**config.mk**
```make
export PLATFORM = sky130hd
export DESIGN_NAME = regex_dot_star_matcher
export DESIGN_NICKNAME = d
export VERILOG_FILES = /design/src/rtl/rdsm_pkg.sv /design/src/rtl/regex_dot_star_matcher.sv /design/src/rtl/rdsm_closure.sv /design/src/rtl/rdsm_step.sv
export SDC_FILE = /design/constraint.sdc
export NUM_CORES = 1
export LEC_CHECK = 0
export BUFFER_PORTS_ARGS = -buffer_cell sky130_fd_sc_hd__buf_2
export CAP_MARGIN = 10
export CORE_AREA = 2 2 223 203
export DETAILED_ROUTE_END_ITERATION = 12
export DIE_AREA = 0 0 225 205
export PLACE_DENSITY = 0.43
export SYNTH_ARGS = -nofsm -noshare
export SYNTH_HDL_FRONTEND = slang
export SYNTH_SLANG_ARGS = --single-unit
```
**constraint.sdc**
```tcl
create_clock -name aclk -period 3.25 [get_ports aclk]
set_input_delay 0 -clock aclk [delete_from_list [all_inputs] [get_ports aclk]]
set_output_delay 0 -clock aclk [all_outputs]
set_load 0.05 [all_outputs]
```
**src/rtl/rdsm_pkg.sv**
```systemverilog
// rdsm_pkg: shared types and constants for the dot-star pattern matcher
// holds item structs, register indexes and pattern character codes
// no dependencies

package rdsm_pkg;

    localparam int CHAR_W          = 8;
    localparam int CFG_DATA_W      = 64;
    localparam int CFG_IDX_W       = 3;
    localparam int COUNT_W         = 5;
    localparam int MASK_W          = 16;
    localparam int MAX_ELEMENTS_DEF = 16;

    localparam logic [CFG_IDX_W-1:0] CFG_CHARS_LOW     = 3'd0;
    localparam logic [CFG_IDX_W-1:0] CFG_CHARS_HIGH    = 3'd1;
    localparam logic [CFG_IDX_W-1:0] CFG_STAR_MASK     = 3'd2;
    localparam logic [CFG_IDX_W-1:0] CFG_ANY_MASK      = 3'd3;
    localparam logic [CFG_IDX_W-1:0] CFG_ELEMENT_COUNT = 3'd4;

    localparam logic [CHAR_W-1:0] DOT_CHAR  = 8'h2E;
    localparam logic [CHAR_W-1:0] STAR_CHAR = 8'h2A;

    typedef struct packed {
        logic [CHAR_W-1:0] char_in;
        logic              end_of_string;
        logic              empty_string;
    } in_item_t;

    typedef struct packed {
        logic matched;
        logic no_hope;
        logic string_done;
    } out_item_t;

endpackage

```
**src/rtl/regex_dot_star_matcher.sv**
```systemverilog
// regex_dot_star_matcher: whole-string matcher for literal and '.' elements, each
// optionally starred, with the subject streamed one byte per item
// depends on rdsm_pkg and rdsm_step
//
// usage
//   the pattern is written through cfg_wr_en / cfg_index / cfg_wr_data while idle:
//   index 0 chars 0..7, 1 chars 8..15, 2 star mask, 3 any mask, 4 element count
//   s_item carries one subject byte with end and empty flags; every item gives
//   exactly one m_item telling whether the bytes so far match the whole pattern,
//   whether no match is possible any more, and whether the string has ended
//   an item with the end or empty flag set returns the matcher to the start of a
//   new string
// timing
//   an item passes through the input register, then the closure and advance
//   logic into the result register
//   throughput is one item per cycle while m_ready is high, set by the update
//   of the reachable-position vector that each item reads and writes
// reset and stalls
//   aresetn (synchronous, active low) clears the pattern to empty, empties both
//   stages and sets only position zero reachable
//   while m_ready is low the result holds; one more item waits in the input
//   register, then s_ready drops

module regex_dot_star_matcher #(
    parameter int MAX_ELEMENTS = rdsm_pkg::MAX_ELEMENTS_DEF
) (
    input  logic                              aclk,
    input  logic                              aresetn,

    input  logic                              cfg_wr_en,
    input  logic [rdsm_pkg::CFG_IDX_W-1:0]    cfg_index,
    input  logic [rdsm_pkg::CFG_DATA_W-1:0]   cfg_wr_data,

    input  logic                              s_valid,
    output logic                              s_ready,
    input  rdsm_pkg::in_item_t                s_item,

    output logic                              m_valid,
    input  logic                              m_ready,
    output rdsm_pkg::out_item_t               m_item
);

    logic [rdsm_pkg::CFG_DATA_W-1:0] chars_low_reg;
    logic [rdsm_pkg::CFG_DATA_W-1:0] chars_high_reg;
    logic [rdsm_pkg::MASK_W-1:0]     star_mask_reg;
    logic [rdsm_pkg::MASK_W-1:0]     any_mask_reg;
    logic [rdsm_pkg::COUNT_W-1:0]    element_count_reg;

    logic                 in_valid_reg;
    rdsm_pkg::in_item_t   in_item_reg;
    logic                 out_valid_reg;
    rdsm_pkg::out_item_t  out_item_reg;
    logic [MAX_ELEMENTS:0] state_reg;
    logic [MAX_ELEMENTS:0] state_next;

    rdsm_pkg::out_item_t  step_result;
    logic [MAX_ELEMENTS:0] step_state;
    logic                 out_load;
    logic                 in_load;

    assign out_load = in_valid_reg & (~out_valid_reg | m_ready);
    assign s_ready  = ~in_valid_reg | out_load;
    assign in_load  = s_valid & s_ready;
    assign m_valid  = out_valid_reg;
    assign m_item   = out_item_reg;

    // config registers
    always_ff @(posedge aclk) begin
        if (!aresetn) begin
            chars_low_reg     <= '0;
            chars_high_reg    <= '0;
            star_mask_reg     <= '0;
            any_mask_reg      <= '0;
            element_count_reg <= '0;
        end else if (cfg_wr_en) begin
            case (cfg_index)
                rdsm_pkg::CFG_CHARS_LOW: begin
                    chars_low_reg <= cfg_wr_data;
                end
                rdsm_pkg::CFG_CHARS_HIGH: begin
                    chars_high_reg <= cfg_wr_data;
                end
                rdsm_pkg::CFG_STAR_MASK: begin
                    star_mask_reg <= cfg_wr_data[rdsm_pkg::MASK_W-1:0];
                end
                rdsm_pkg::CFG_ANY_MASK: begin
                    any_mask_reg <= cfg_wr_data[rdsm_pkg::MASK_W-1:0];
                end
                rdsm_pkg::CFG_ELEMENT_COUNT: begin
                    element_count_reg <= cfg_wr_data[rdsm_pkg::COUNT_W-1:0];
                end
                default: begin
                end
            endcase
        end
    end

    rdsm_step #(.NUM_ELEM(MAX_ELEMENTS)) u_step (
        .state         (state_reg),
        .item          (in_item_reg),
        .chars         ({chars_high_reg, chars_low_reg}),
        .star_mask     (star_mask_reg),
        .any_mask      (any_mask_reg),
        .element_count (element_count_reg),
        .result        (step_result),
        .next_state    (step_state)
    );

    // back to the start position once a string ends
    always_comb begin
        state_next = state_reg;
        if (out_load) begin
            if (step_result.string_done) begin
                state_next = (MAX_ELEMENTS + 1)'(1);
            end else begin
                state_next = step_state;
            end
        end
    end

    always_ff @(posedge aclk) begin
        if (!aresetn) begin
            in_valid_reg  <= 1'b0;
            out_valid_reg <= 1'b0;
            state_reg     <= (MAX_ELEMENTS + 1)'(1);
        end else begin
            state_reg <= state_next;
            if (s_ready) begin
                in_valid_reg <= s_valid;
            end
            if (out_load) begin
                out_valid_reg <= 1'b1;
            end else if (m_ready) begin
                out_valid_reg <= 1'b0;
            end
        end
    end

    always_ff @(posedge aclk) begin
        if (in_load) begin
            in_item_reg <= s_item;
        end
        if (out_load) begin
            out_item_reg <= step_result;
        end
    end

endmodule

```
**src/rtl/rdsm_closure.sv**
```systemverilog
// rdsm_closure: closes a set of pattern positions over skippable elements
// position k+1 becomes reachable when k is reachable and element k can be skipped
// depends on rdsm_pkg

module rdsm_closure #(
    parameter int NUM_ELEM = rdsm_pkg::MAX_ELEMENTS_DEF
) (
    input  logic [NUM_ELEM:0]   set_in,
    input  logic [NUM_ELEM-1:0] pass,
    output logic [NUM_ELEM:0]   set_out
);

    always_comb begin
        set_out    = set_in;
        for (int k = 0; k < NUM_ELEM; k++) begin
            set_out[k+1] = set_in[k+1] | (set_out[k] & pass[k]);
        end
    end

endmodule

```
**src/rtl/rdsm_step.sv**
```systemverilog
// rdsm_step: next reachable set and result flags for one subject byte
// decodes the pattern registers, closes the set, advances on the byte
// depends on rdsm_pkg and rdsm_closure

module rdsm_step #(
    parameter int NUM_ELEM = rdsm_pkg::MAX_ELEMENTS_DEF
) (
    input  logic [NUM_ELEM:0]                state,
    input  rdsm_pkg::in_item_t               item,
    input  logic [2*rdsm_pkg::CFG_DATA_W-1:0] chars,
    input  logic [rdsm_pkg::MASK_W-1:0]      star_mask,
    input  logic [rdsm_pkg::MASK_W-1:0]      any_mask,
    input  logic [rdsm_pkg::COUNT_W-1:0]     element_count,
    output rdsm_pkg::out_item_t              result,
    output logic [NUM_ELEM:0]                next_state
);

    localparam int NW = $clog2(NUM_ELEM + 1);

    logic [NW-1:0]       n;
    logic [NUM_ELEM:0]   pos_mask;
    logic [NUM_ELEM-1:0] active;
    logic [NUM_ELEM-1:0] elem_any;
    logic [NUM_ELEM-1:0] elem_skip;
    logic [NUM_ELEM-1:0] elem_star;
    logic [NUM_ELEM-1:0] pass;
    logic [NUM_ELEM-1:0] hit;
    logic [NUM_ELEM:0]   cur;
    logic [NUM_ELEM:0]   adv;
    logic [NUM_ELEM:0]   adv_closed;

    always_comb begin
        if (element_count > rdsm_pkg::COUNT_W'(NUM_ELEM)) begin
            n = NW'(NUM_ELEM);
        end else begin
            n = element_count[NW-1:0];
        end
    end

    always_comb begin
        for (int j = 0; j <= NUM_ELEM; j++) begin
            pos_mask[j] = (NW'(j) <= n);
        end
        for (int k = 0; k < NUM_ELEM; k++) begin
            active[k]    = (NW'(k) < n);
            elem_any[k]  = any_mask[k] | (chars[8*k +: 8] == rdsm_pkg::DOT_CHAR);
            elem_skip[k] = ~elem_any[k] & (chars[8*k +: 8] == rdsm_pkg::STAR_CHAR);
            elem_star[k] = star_mask[k];
            pass[k]      = active[k] & (elem_star[k] | elem_skip[k]);
        end
    end

    rdsm_closure #(.NUM_ELEM(NUM_ELEM)) u_close_cur (
        .set_in  (state & pos_mask),
        .pass    (pass),
        .set_out (cur)
    );

    always_comb begin
        adv = '0;
        for (int k = 0; k < NUM_ELEM; k++) begin
            hit[k] = cur[k] & active[k] & ~elem_skip[k]
                   & (elem_any[k] | (chars[8*k +: 8] == item.char_in));
            if (hit[k]) begin
                if (elem_star[k]) begin
                    adv[k] = 1'b1;
                end else begin
                    adv[k+1] = 1'b1;
                end
            end
        end
    end

    rdsm_closure #(.NUM_ELEM(NUM_ELEM)) u_close_adv (
        .set_in  (adv & pos_mask),
        .pass    (pass),
        .set_out (adv_closed)
    );

    always_comb begin
        next_state         = item.empty_string ? cur : adv_closed;
        result.matched     = next_state[n];
        result.no_hope     = (next_state == '0);
        result.string_done = item.end_of_string | item.empty_string;
    end

endmodule
```
; After elaboration in Yosys (flattened, before gate mapping)
; Index checks and enable logic that the tools add are counted.
[op_classes]
eq_ne = 52
n_mux = 55
order_cmp = 35
n_reduce_logical = 8
bitwise = 233
[ops]
columns = cell, n
row1 = $eq 8x6->1 const B, 32
row2 = $eq 8x8->1, 16
row3 = $and 1x1->1, 114
row4 = $or 1x1->1, 83
row5 = $le 4x5->1 const A, 8
row6 = $lt 4x5->1 const A, 8
row7 = $mux 1, 35
row8 = $and 17x17->17, 2
row9 = $mux 17, 2
row10 = $not 1->1, 34
row11 = $mux 2, 16
row12 = $le 3x5->1 const A, 4
row13 = $lt 3x5->1 const A, 4
row14 = $logic_not 17->1, 1
row15 = $le 1x5->1 const A, 2
row16 = $le 2x5->1 const A, 2
row17 = $lt 1x5->1 const A, 2
row18 = $lt 2x5->1 const A, 2
row19 = $reduce_and 2->1, 5
row20 = $eq 3x2->1 const B, 2
row21 = $lt 5x6->1 const B, 1
row22 = $bmux 1 s5, 1
row23 = $gt 5x5->1 const B, 1
row24 = $le 5x5->1 const A, 1
row25 = other kinds (5), 5
[totals]
register_bits = 197
inputBits = 82
elab_cells = 397
output_inout_bits = 5

; Logic depth before layout (Yosys ltp)
; Gate-level depths: netlist of the first run.
[logic_depth]
ltp_word = 76
mapped_depth = 15

; Cells and area by module
; Synthesis of the first run repeated with hierarchy kept, for this count alone.
[hier_totals]
hier_cells = 1267
area_unflattened_um2 = 10492.6
[modules_own_cells]
columns = mod, n_inst, area_per_inst_um2, seq_area_each_um2, cells_per_inst
row1 = regex_dot_star_matcher, 1, 6741.5, 4073.9, 723
row2 = rdsm_step, 1, 3173.0, 0.0, 450
row3 = rdsm_closure, 2, 289.0, 0.0, 47

; Worst setup path before layout of the first run
; OpenSTA, ideal clock, no wires.
[synth_timing]
path_type = register to register
start = reg chars_low_reg[52] (netlist name)
end = reg out_item_reg, in the netlist m_item[1], data pin
stages_incl_launch_ff = 14
required_ns = 2.994
synth_period_minus_slack_ns = 3.451
arrival_ns = 3.195
setup_ns = 0.256
n_path_buf = 0
setup_slack_ns = -0.201
path_cell_list = dfxtp_1 > or4b_4 > or4_4 > a211oi_2 > a41oi_2 > o21ai_4 > nor2_1 > nor4_2 > a2111oi_2 > a31o_2 > a21oi_2 > a21bo_2 > nor3_1 > and4bb_1
[synth_lines]
columns = item, line_no
row1 = from (decl), regex_dot_star_matcher.sv:43  ; logic [rdsm_pkg::CFG_DATA_W-1:0] chars_low_reg;
row2 = from (signal assigned), regex_dot_star_matcher.sv:78  ; chars_low_reg <= cfg_wr_data;
row3 = to (signal assigned), regex_dot_star_matcher.sv:144  ; out_item_reg <= step_result;
row4 = to (decl), regex_dot_star_matcher.sv:52  ; rdsm_pkg::out_item_t out_item_reg;

==> reports/metrics.cfg, run 1 <==
[status]
status=finished, violations left
violations=negative setup slack

[cts]
worstSkewPairLatency_ns=0.47
h-tree-depth=4
cts_root_buf=clkbuf_16
cts_made_buffers=17
clock-sinks=197
clock_path_buffers=2
cts_tree=yes
clk_pin_slew_worst_paths_ns=0.08

[logic_synthesis]
synthTopCellsByArea=dfxtp_1, nand2_1, a21boi_0
synth_xor_area_frac=0.102
synth_flop_cell=dfxtp_1
syn_area_um2=10900
synth_compound_area_frac=0.239
yosysSeqAreaShare=0.374
ys_types=82
syn_inst=1360
synth-edff-count=13
yosys_register_bits=197
ys_warn_count=0
synth_top_family_by_area=simple AND/OR/NAND/NOR gates
synthAdderAreaFrac=0
syn_nets=1442
synth-simple-area-share=0.242
synth-async-reset-ratio=0
synthMuxAreaShare=0.00460
synth_largest_area_cell=dfxtp_1
syn_avg_cell_area_um2=8.00
synth.top_cell.area_share=0.338

[pwr]
clkPwrFrac=0.411
power_switching_mw=1.54
internal_power_mw=4.05
power_mw=5.59
power.density_nw_per_um2=360
comb_power_share=0.135
irDropWorstVdd_mv=0.246
p_leak_nw=5.81
share_seq_of_total_power=0.454
p_sw_frac=0.276

[detailed_routing]
ant_nets=0
drcViolationCount=0
vias=10800
drt_pre_antenna_iters=5
drt-total-wl_mm=41.3
wl_per_cell_um=17.9
drt-initial-drc-count=471
viasPerCell=4.69

[placement]
dp_hpwl_mm=30.4
dp_cells=2185
dp_slack_ns=-0.600
gp_congestion=0.847
port_buffers=86

[critical_path]
critPathKind=register to register
rrSetupSlack_ns=-0.52
crit_fanout=6
reg2regPathDepth=14
critPathCaptureType=register
critPathArrivalTime_ns=4.08
startpoint=chars_low_reg[52]$_SDFFE_PN0P_
r2r-start=chars_low_reg[52]$_SDFFE_PN0P_
crit_end=m_item[2]$_DFFE_PP_
crit_path_start_kind=register
r2r-end=m_item[2]$_DFFE_PP_
cp.required_ns=3.56

[cells_and_area]
final_common_cell=nand2_1
drive_gt1_frac=0.265
antenna_cells=0
syn2layout_area_growth_pct=42.7
fin_nets=1815
final_cells=2308
layout_common_cells=nand2_1, buf_4, dfxtp_1, a21boi_0, buf_2

[sta]
slew_violations=0
finalSetupViolCount=10
slew_headroom=0.350
finalHoldViolations=0
finalCriticalPeriod_ns=3.77
rsz0062_at_grt=true
fin_crit_sh=1.16
hold_ws_ns=0.0914
timing.fmax_mhz=265
worst_slew_pin_slew_ns=0.974
finalClockSkew_ns=0.0147
setup_slack_ns=-0.525
setup_tns_ns=-2.28

[floorplanning]
io_pins=87
dieHeight_um=205
core-area_um2=43800
die_area_um2=46100
num_rows=73
die_x_um=225
initial_core_util=0.249

[grt]
grt-ovfl-total=0
track_usage=0.181
grt_max_degree=81
grt_pass1_vias=10700
grt_antenna_before_repair=0
grt_pass1_wl_mm=63.5

[min_path]
min_path_type=input pin to register
min_from=aresetn

[flow_run]
cap_violations=0

worst max-delay path, stage by stage (launching register included):
cell and delay (ns):
dfxtp_2 0.32, or4b_4 0.55, or4_4 0.47, a211oi_4 0.27
a41oi_2 0.20, o21ai_4 0.16, buf_6 0.16, a21oi_4 0.06
a211oi_4 0.33, o21a_2 0.20, o311ai_1 0.11, or4_1 0.41
o211ai_1 0.11, nor4bb_1 0.08, a32oi_1 0.19
logic make-up (layout without fill, tap and decap cells):
kind of cell | after synthesis | after routing
AO/OA/AOI/OAI | 352 | 352
flip-flops | 197 | 197
AND/OR/NAND/NOR | 571 | 571
buffers and inverters | 108 | 494
multiplexers | 5 | 5
XOR/XNOR | 127 | 127
synthesized netlist by cell type (13+ instances only):
cell	n
inv_1	24
a21oi_1	29
nand2_1	359
dfxtp_1	184
clkbuf_1	72
and2_1	17
edfxtp_1	13
nor2b_1	22
xor2_1	46
nor3_1	14
xnor2_1	81
a31oi_1	14
a21boi_0	162
o21ai_0	27
nor2_1	49
nand4_1	24
metal layers:
layer,vias up,GRT usage,part of all wire
met3,23,0.0278,0.028
li1,5448,-,-
met2,167,0.296,0.46
met5,-,0,0
met1,5179,0.253,0.50
met4,0,0.0343,0.0083
per-stage QoR:
stage / utilization / area [um2]
2_1_floorplan: - / 10900
3_3_place_gp: 0.313 / 13700
3_5_place_dp: 0.313 / 13700
4_1_cts: 0.348 / 15200
5_1_grt: 0.355 / 15500
6_report: 0.355 / 15500
worst min path at each step:
stage                               endpoint  slack, ns  cells past startpoint
2_1_floorplan       in_item_reg[0]$_DFFE_PP_        0.1                      0
3_3_place_gp        in_item_reg[9]$_DFFE_PP_       0.18                      1
3_5_place_dp        in_item_reg[4]$_DFFE_PP_       0.18                      1
4_1_cts        star_mask_reg[9]$_SDFFE_PN0P_       0.06                      4
5_1_grt        star_mask_reg[5]$_SDFFE_PN0P_       0.10                      4
6_report           state_reg[0]$_SDFFE_PN1P_       0.09                      2
final cells by class:
cell class,instances,area (um2)
Clock buffer,18,439
Clock inverter,14,185
Fill cell,4656,28200
Inverter,25,93.8
Multi-Input combinational cell,1055,6720
Sequential cell,197,4080
Tap cell,562,703
Timing Repair Buffer,437,3310
power by group through the flow:
stage	combinational, mW	clock [mW]	sequential, mW
global route	0.819	2.45	2.54
floorplan	0.327	0	2.59
global placement	0.658	0	2.60
detailed placement	0.660	0	2.60
finish	0.754	2.30	2.54
CTS	0.740	2.37	2.54
timing repair:
item,4_1_cts,5_1_grt
endpoints found under the hold margin,177,0
endpoints found under the setup margin,11,13
resized for setup,22,44
hold buffers,77,0
setup buffers,4,12
pin swaps,10,19
(Power assumes the default switching activity.)
==> inputs of run 2 (changes only) <==
--- a/config.mk
+++ b/config.mk
@@ -8,6 +8,7 @@
 export BUFFER_PORTS_ARGS = -buffer_cell sky130_fd_sc_hd__buf_2
 export CAP_MARGIN = 10
 export CORE_AREA = 2 2 223 203
+export CTS_BUF_LIST = sky130_fd_sc_hd__clkbuf_8
 export DETAILED_ROUTE_END_ITERATION = 12
 export DIE_AREA = 0 0 225 205
 export PLACE_DENSITY = 0.43
==> reports/metrics.cfg, run 2 (synthesis gave the netlist of run 1 again) <==
[status]
status=finished, violations left
violations=negative setup slack

[cells_and_area]
final_common_cell=nand2_1
layout_common_cells=nand2_1, buf_4, dfxtp_1, a21boi_0, buf_2
fin_nets=1818
final_cell_area_um2=15500
drive_gt1_frac=0.270
final_cells=2312
syn2layout_area_growth_pct=42.1
fin_util=0.353

[cts]
h-tree-depth=4
clk_pin_slew_worst_paths_ns=0.11
clock_path_buffers=2
cts_made_buffers=17
cts_root_buf=clkbuf_8
cts_tree=yes
clock-sinks=197
worstSkewPairLatency_ns=0.53

[sta]
fin_crit_sh=1.17
finalSetupViolCount=9
setup_tns_ns=-2.63
setup_slack_ns=-0.560
finalHoldViolations=0
slew_headroom=0.345
slew_violations=0
finalClockSkew_ns=0.0251
worst_slew_pin_slew_ns=0.981
rsz0062_at_grt=true
finalCriticalPeriod_ns=3.81
timing.fmax_mhz=262

[grt]
grt_max_degree=81
track_usage=0.181
grt-ovfl-total=0
grt_pass1_vias=10700
grt_pass1_wl_mm=63.3
grt_antenna_before_repair=1

[critical_path]
cp_cell_sequence=or4b_4 > or4_4 > a211oi_4 > a41oi_4 > o21ai_4 > buf_12 > o311ai_4 > buf_4 > o31a_1 > o2bb2ai_4 > nor2_4 > a21oi_2 > o21ai_2 > buf_4 > and4bb_1
critPathKind=register to register
cp.required_ns=3.53
crit_fanout=5
critPathCaptureType=register
slowest_stage=or4b_4
r2r-start=chars_low_reg[52]$_SDFFE_PN0P_
critPathArrivalTime_ns=4.09
path_common_cell=buf_4
r2r-end=m_item[1]$_DFFE_PP_
crit_path_start_kind=register
reg2regPathDepth=15
cpPeakStageDelay_ns=0.54
rrSetupSlack_ns=-0.56

[detailed_routing]
drcViolationCount=0
drt-initial-drc-count=496
viasPerCell=4.68
drt_pre_antenna_iters=5
vias=10800
drt-total-wl_mm=41.4
ant_nets=0
wl_per_cell_um=17.9

[floorplanning]
num_rows=73
core-area_um2=43800
dieHeight_um=205
io_pins=87
die_area_um2=46100
initial_core_util=0.249
die_x_um=225

[flow_run]
cap_violations=0

[min_path]
min_path_type=input pin to register
hold_end=state_reg[0]$_SDFFE_PN1P_
hold_depth=2
min_from=aresetn

[placement]
dp_hpwl_mm=30.4
placed_area_um2=13700
dp_cells=2185
port_buffers=86
dp_slack_ns=-0.600
gp_congestion=0.847

[pwr]
p_leak_nw=5.76
irDropWorstVdd_mv=0.235
power.density_nw_per_um2=328

[run 2: cell types whose count changed in the layout (fill, tap and decap cells not counted), moves of 2 or more]
cell       before  now
o21ai_2         4    7
o21ai_1        11    7
clkbuf_8        1   18
nor2_4          1    4
clkbuf_16      17    0
buf_6           4    7
nor2_1         45   43
[run 2: area by class of cell]
type | instances | area (um2)
multi-input cells | 1055 | 6810
well taps | 562 | 703
clock buffers | 18 | 248
fillers | 4678 | 28300
diodes | 1 | 2.50
repair buffers | 440 | 3350
flip-flops and latches | 197 | 4080
clock inverters | 14 | 185
inverters | 25 | 93.8
[run 2: through the flow]
stage	total power, mW	hold slack (ns)
after global routing	5.29	0.0589
after floorplan	2.92	0.0989
final	5.07	0.0411
after detailed placement	3.26	0.180
after CTS	5.13	0.00641
after global placement	3.25	0.180
[run 2: how the worst max path moves through the flow]
stage	startpoint	end
global route	chars_low_reg[52]$_SDFFE_PN0P_	m_item[1]$_DFFE_PP_
detailed placement	chars_low_reg[52]$_SDFFE_PN0P_	m_item[2]$_DFFE_PP_
finish	chars_low_reg[52]$_SDFFE_PN0P_	m_item[1]$_DFFE_PP_
floorplan	chars_low_reg[52]$_SDFFE_PN0P_	m_item[1]$_DFFE_PP_
CTS	chars_low_reg[52]$_SDFFE_PN0P_	m_item[2]$_DFFE_PP_
global placement	chars_low_reg[8]$_SDFFE_PN0P_	m_item[2]$_DFFE_PP_
[run 2: report_power, final]
| group | internal [mW] | switching, mW | total (mW) |
|---|---|---|---|
| Sequential | 2.50 | 0.0429 | 2.54 |
| Combinational | 0.362 | 0.393 | 0.755 |
| Clock | 0.740 | 1.04 | 1.78 |
[run 2: critical path, delay by kind of cell (launching register included)]
kind | cells | cell delay [ns]
AO/OA/AOI/OAI | 8 | 1.51
AND/OR/NAND/NOR | 4 | 1.27
buffers and inverters | 3 | 0.46
flip-flops | 1 | 0.33
[run 2: repair_timing]
item,CTS,global route
pin swaps,10,27
resized for setup,21,62
hold buffers,78,0
setup buffers,5,13
endpoints found under the hold margin,177,0
endpoints found under the setup margin,11,13
[run 2: metal layers]
layer,vias up,share of wire,global-route usage
met2,142,0.46,0.294
met1,5214,0.50,0.252
met3,27,0.027,0.0271
met5,-,0,0
li1,5447,-,-
met4,0,0.011,0.0378
==> inputs of run 3 (changes only) <==
--- a/config.mk
+++ b/config.mk
@@ -5,12 +5,13 @@
 export SDC_FILE = /design/constraint.sdc
 export NUM_CORES = 1
 export LEC_CHECK = 0
+export ABC_AREA = 1
 export BUFFER_PORTS_ARGS = -buffer_cell sky130_fd_sc_hd__buf_2
 export CAP_MARGIN = 10
-export CORE_AREA = 2 2 223 203
+export CORE_AREA = 2 2 219 200
 export CTS_BUF_LIST = sky130_fd_sc_hd__clkbuf_8
 export DETAILED_ROUTE_END_ITERATION = 12
-export DIE_AREA = 0 0 225 205
+export DIE_AREA = 0 0 221 202
 export PLACE_DENSITY = 0.43
 export SYNTH_ARGS = -nofsm -noshare
 export SYNTH_HDL_FRONTEND = slang
==> reports/metrics.cfg, run 3 <==
[logic_synthesis]
ys_top_cells_by_count=nand2_1, nor2_1, o21ai_0
syn_inst=1527
synth_largest_area_cell=dfxtp_1
yosysSeqAreaShare=0.388
synth_most_common_cell=nand2_1
synth-edff-count=13
synth.top_cell.area_share=0.351
synthTopCellsByArea=dfxtp_1, nand2_1, o21ai_0
syn_area_um2=10500
ys_types=49
synth-async-reset-ratio=0
yosys_register_bits=197
syn_nets=1609
syn_avg_cell_area_um2=6.87
synth_flop_cell=dfxtp_1
ys_warn_count=0

[sta]
setup_slack_ns=-0.495
finalHoldViolations=0
rsz0062_at_grt=true
finalSetupViolCount=9
fin_crit_sh=1.15
slew_headroom=0.318
timing.fmax_mhz=267
slew_violations=0
hold_ws_ns=0.188
finalCriticalPeriod_ns=3.74
worst_slew_pin_slew_ns=1.02
finalClockSkew_ns=0.0205

[critical_path]
cp.required_ns=3.56
r2r-end=m_item[1]$_DFFE_PP_
cpPeakStageDelay_ns=0.48
reg2regPathDepth=36
crit_path_start_kind=register
slowest_stage=edfxtp_1
critPathKind=register to register
crit_fanout=3
critPathCaptureType=register
rrSetupSlack_ns=-0.49
critPathArrivalTime_ns=4.05
path_common_cell=nand2_2
r2r-start=in_item_reg[2]$_DFFE_PP_

[pwr]
power_mw=5.34
p_leak_nw=6.43
power.density_nw_per_um2=360
irDropWorstVdd_mv=0.269

[floorplanning]
die_x_um=221
die_area_um2=44600
num_rows=72
core-area_um2=42400
initial_core_util=0.247
io_pins=87
dieHeight_um=202

[grt]
track_usage=0.186
grt_pass1_vias=11000
grt_pass1_wl_mm=63.8
grt_antenna_before_repair=0
grt_max_degree=134
grt-ovfl-total=0

[min_path]
min_path_type=input pin to register
hold_depth=2
hold_end=in_item_reg[0]$_DFFE_PP_
min_from=s_item[0]

[detailed_routing]
vias=11400
drt-initial-drc-count=789
wl_per_cell_um=17.0
drcViolationCount=0
viasPerCell=4.61
drt_pre_antenna_iters=7
drt-total-wl_mm=41.8
ant_nets=0

[status]
status=finished, violations left
violations=negative setup slack

[cells_and_area]
final_common_cell=nand2_1
layout_common_cells=nand2_1, buf_4, nor2_1, o21ai_0, dfxtp_1
fin_nets=1974
syn2layout_area_growth_pct=41.7
num-fill-cells=4545
drive_gt1_frac=0.249

[placement]
gp_congestion=0.858
dp_slack_ns=-0.630
port_buffers=86
dp_hpwl_mm=30.0

[cts]
clk_pin_slew_worst_paths_ns=0.11
cts_tree=yes
cts_made_buffers=17
clock_path_buffers=2
h-tree-depth=4
worstSkewPairLatency_ns=0.53
clock-sinks=197
cts_root_buf=clkbuf_8

[flow_run]
cap_violations=0

run 3: cell count changes in the layout (fill, tap and decap cells not counted), moves of 104 or more:
| cell | delta |
|---|---|
| a21boi_0 | -160 |
| a21oi_1 | +104 |
| inv_1 | +121 |
| nand2_1 | -124 |
| o21ai_0 | +167 |
| nor2_1 | +170 |
run 3: cell families (layout without fill, tap and decap cells):
logic type             count (synthesis)  count (layout)  share of synthesized area
AO/OA/AOI/OAI                        358             358                      0.182
XOR/XNOR                              78              78                     0.0651
buffers and inverters                234             612                     0.0867
flip-flops                           197             197                      0.388
other                                  0               1                          0
AND/OR/NAND/NOR                      660             660                      0.278
run 3: layer usage:
layer  GRT usage  wire length, um  vias up  part of all wire
li1            -                -     5722                 -
met1       0.255            20200     5289              0.48
met2       0.299            18600      282              0.45
met3      0.0257             1710       58             0.041
met4      0.0676             1280        0             0.030
met5           0                0        -                 0
run 3: cell type report:
| class | instances | area [um2] | area share |
|---|---|---|---|
| Multi-Input combinational cell | 1096 | 5720 | 0.385 |
| Timing Repair Buffer | 420 | 3340 | 0.224 |
| Inverter | 160 | 601 | 0.0404 |
| Sequential cell | 197 | 4080 | 0.274 |
| Antenna cell | 1 | 2.50 | 0.000168 |
| Clock buffer | 17 | 234 | 0.0157 |
| Clock inverter | 15 | 196 | 0.0132 |
| Tap cell | 555 | 694 | 0.0467 |
run 3: worst max path at each step:
stage	from	end	slack, ns	depth (start not counted)
after floorplan	element_count_reg[2]$_SDFFE_PN0P_	m_item[1]$_DFFE_PP_	-0.0002	37
after global placement	in_item_reg[2]$_DFFE_PP_	m_item[2]$_DFFE_PP_	-0.69	34
after detailed placement	in_item_reg[2]$_DFFE_PP_	m_item[2]$_DFFE_PP_	-0.63	34
after CTS	in_item_reg[2]$_DFFE_PP_	m_item[2]$_DFFE_PP_	-0.43	43
after global routing	in_item_reg[2]$_DFFE_PP_	m_item[1]$_DFFE_PP_	-0.94	36
final	in_item_reg[2]$_DFFE_PP_	m_item[1]$_DFFE_PP_	-0.49	36
run 3: where the power goes:
| group | internal [mW] | switching [mW] | leakage [nW] |
|---|---|---|---|
| Clock | 0.784 | 1.04 | 0.218 |
| Combinational | 0.424 | 0.506 | 4.59 |
| Sequential | 2.53 | 0.0620 | 1.62 |
| Total | 3.73 | 1.61 | 6.43 |
run 3: stage by stage:
| step | cells | instance area [um2] | utilization | TNS (ns) |
|---|---|---|---|---|
| after floorplan | 1527 | 10500 | - | -0.000166 |
| after global placement | 2318 | 13100 | 0.309 | -3.80 |
| after detailed placement | 2318 | 13100 | 0.309 | -3.47 |
| after CTS | 2449 | 14600 | 0.345 | -2.28 |
| after global routing | 2460 | 14900 | 0.350 | -6.91 |
| final | 2461 | 14900 | 0.350 | -2.80 |
run 3: what timing repair did:
item,4_1_cts,5_1_grt
cloned,0,0
endpoints found under the setup margin,10,11
hold buffers,91,0
resized for setup,19,53
hold endpoints to repair,178,0
pin swaps,13,21
setup buffers,8,11
run 3: worst max-delay path, delay by kind of cell (launching register included):
| kind | cells | cell delay, ns |
|---|---|---|
| compound gates | 2 | 0.36 |
| xor+xnor | 1 | 0.14 |
| buf+inv | 2 | 0.31 |
| flops | 1 | 0.48 |
| simple gates | 31 | 2.23 |
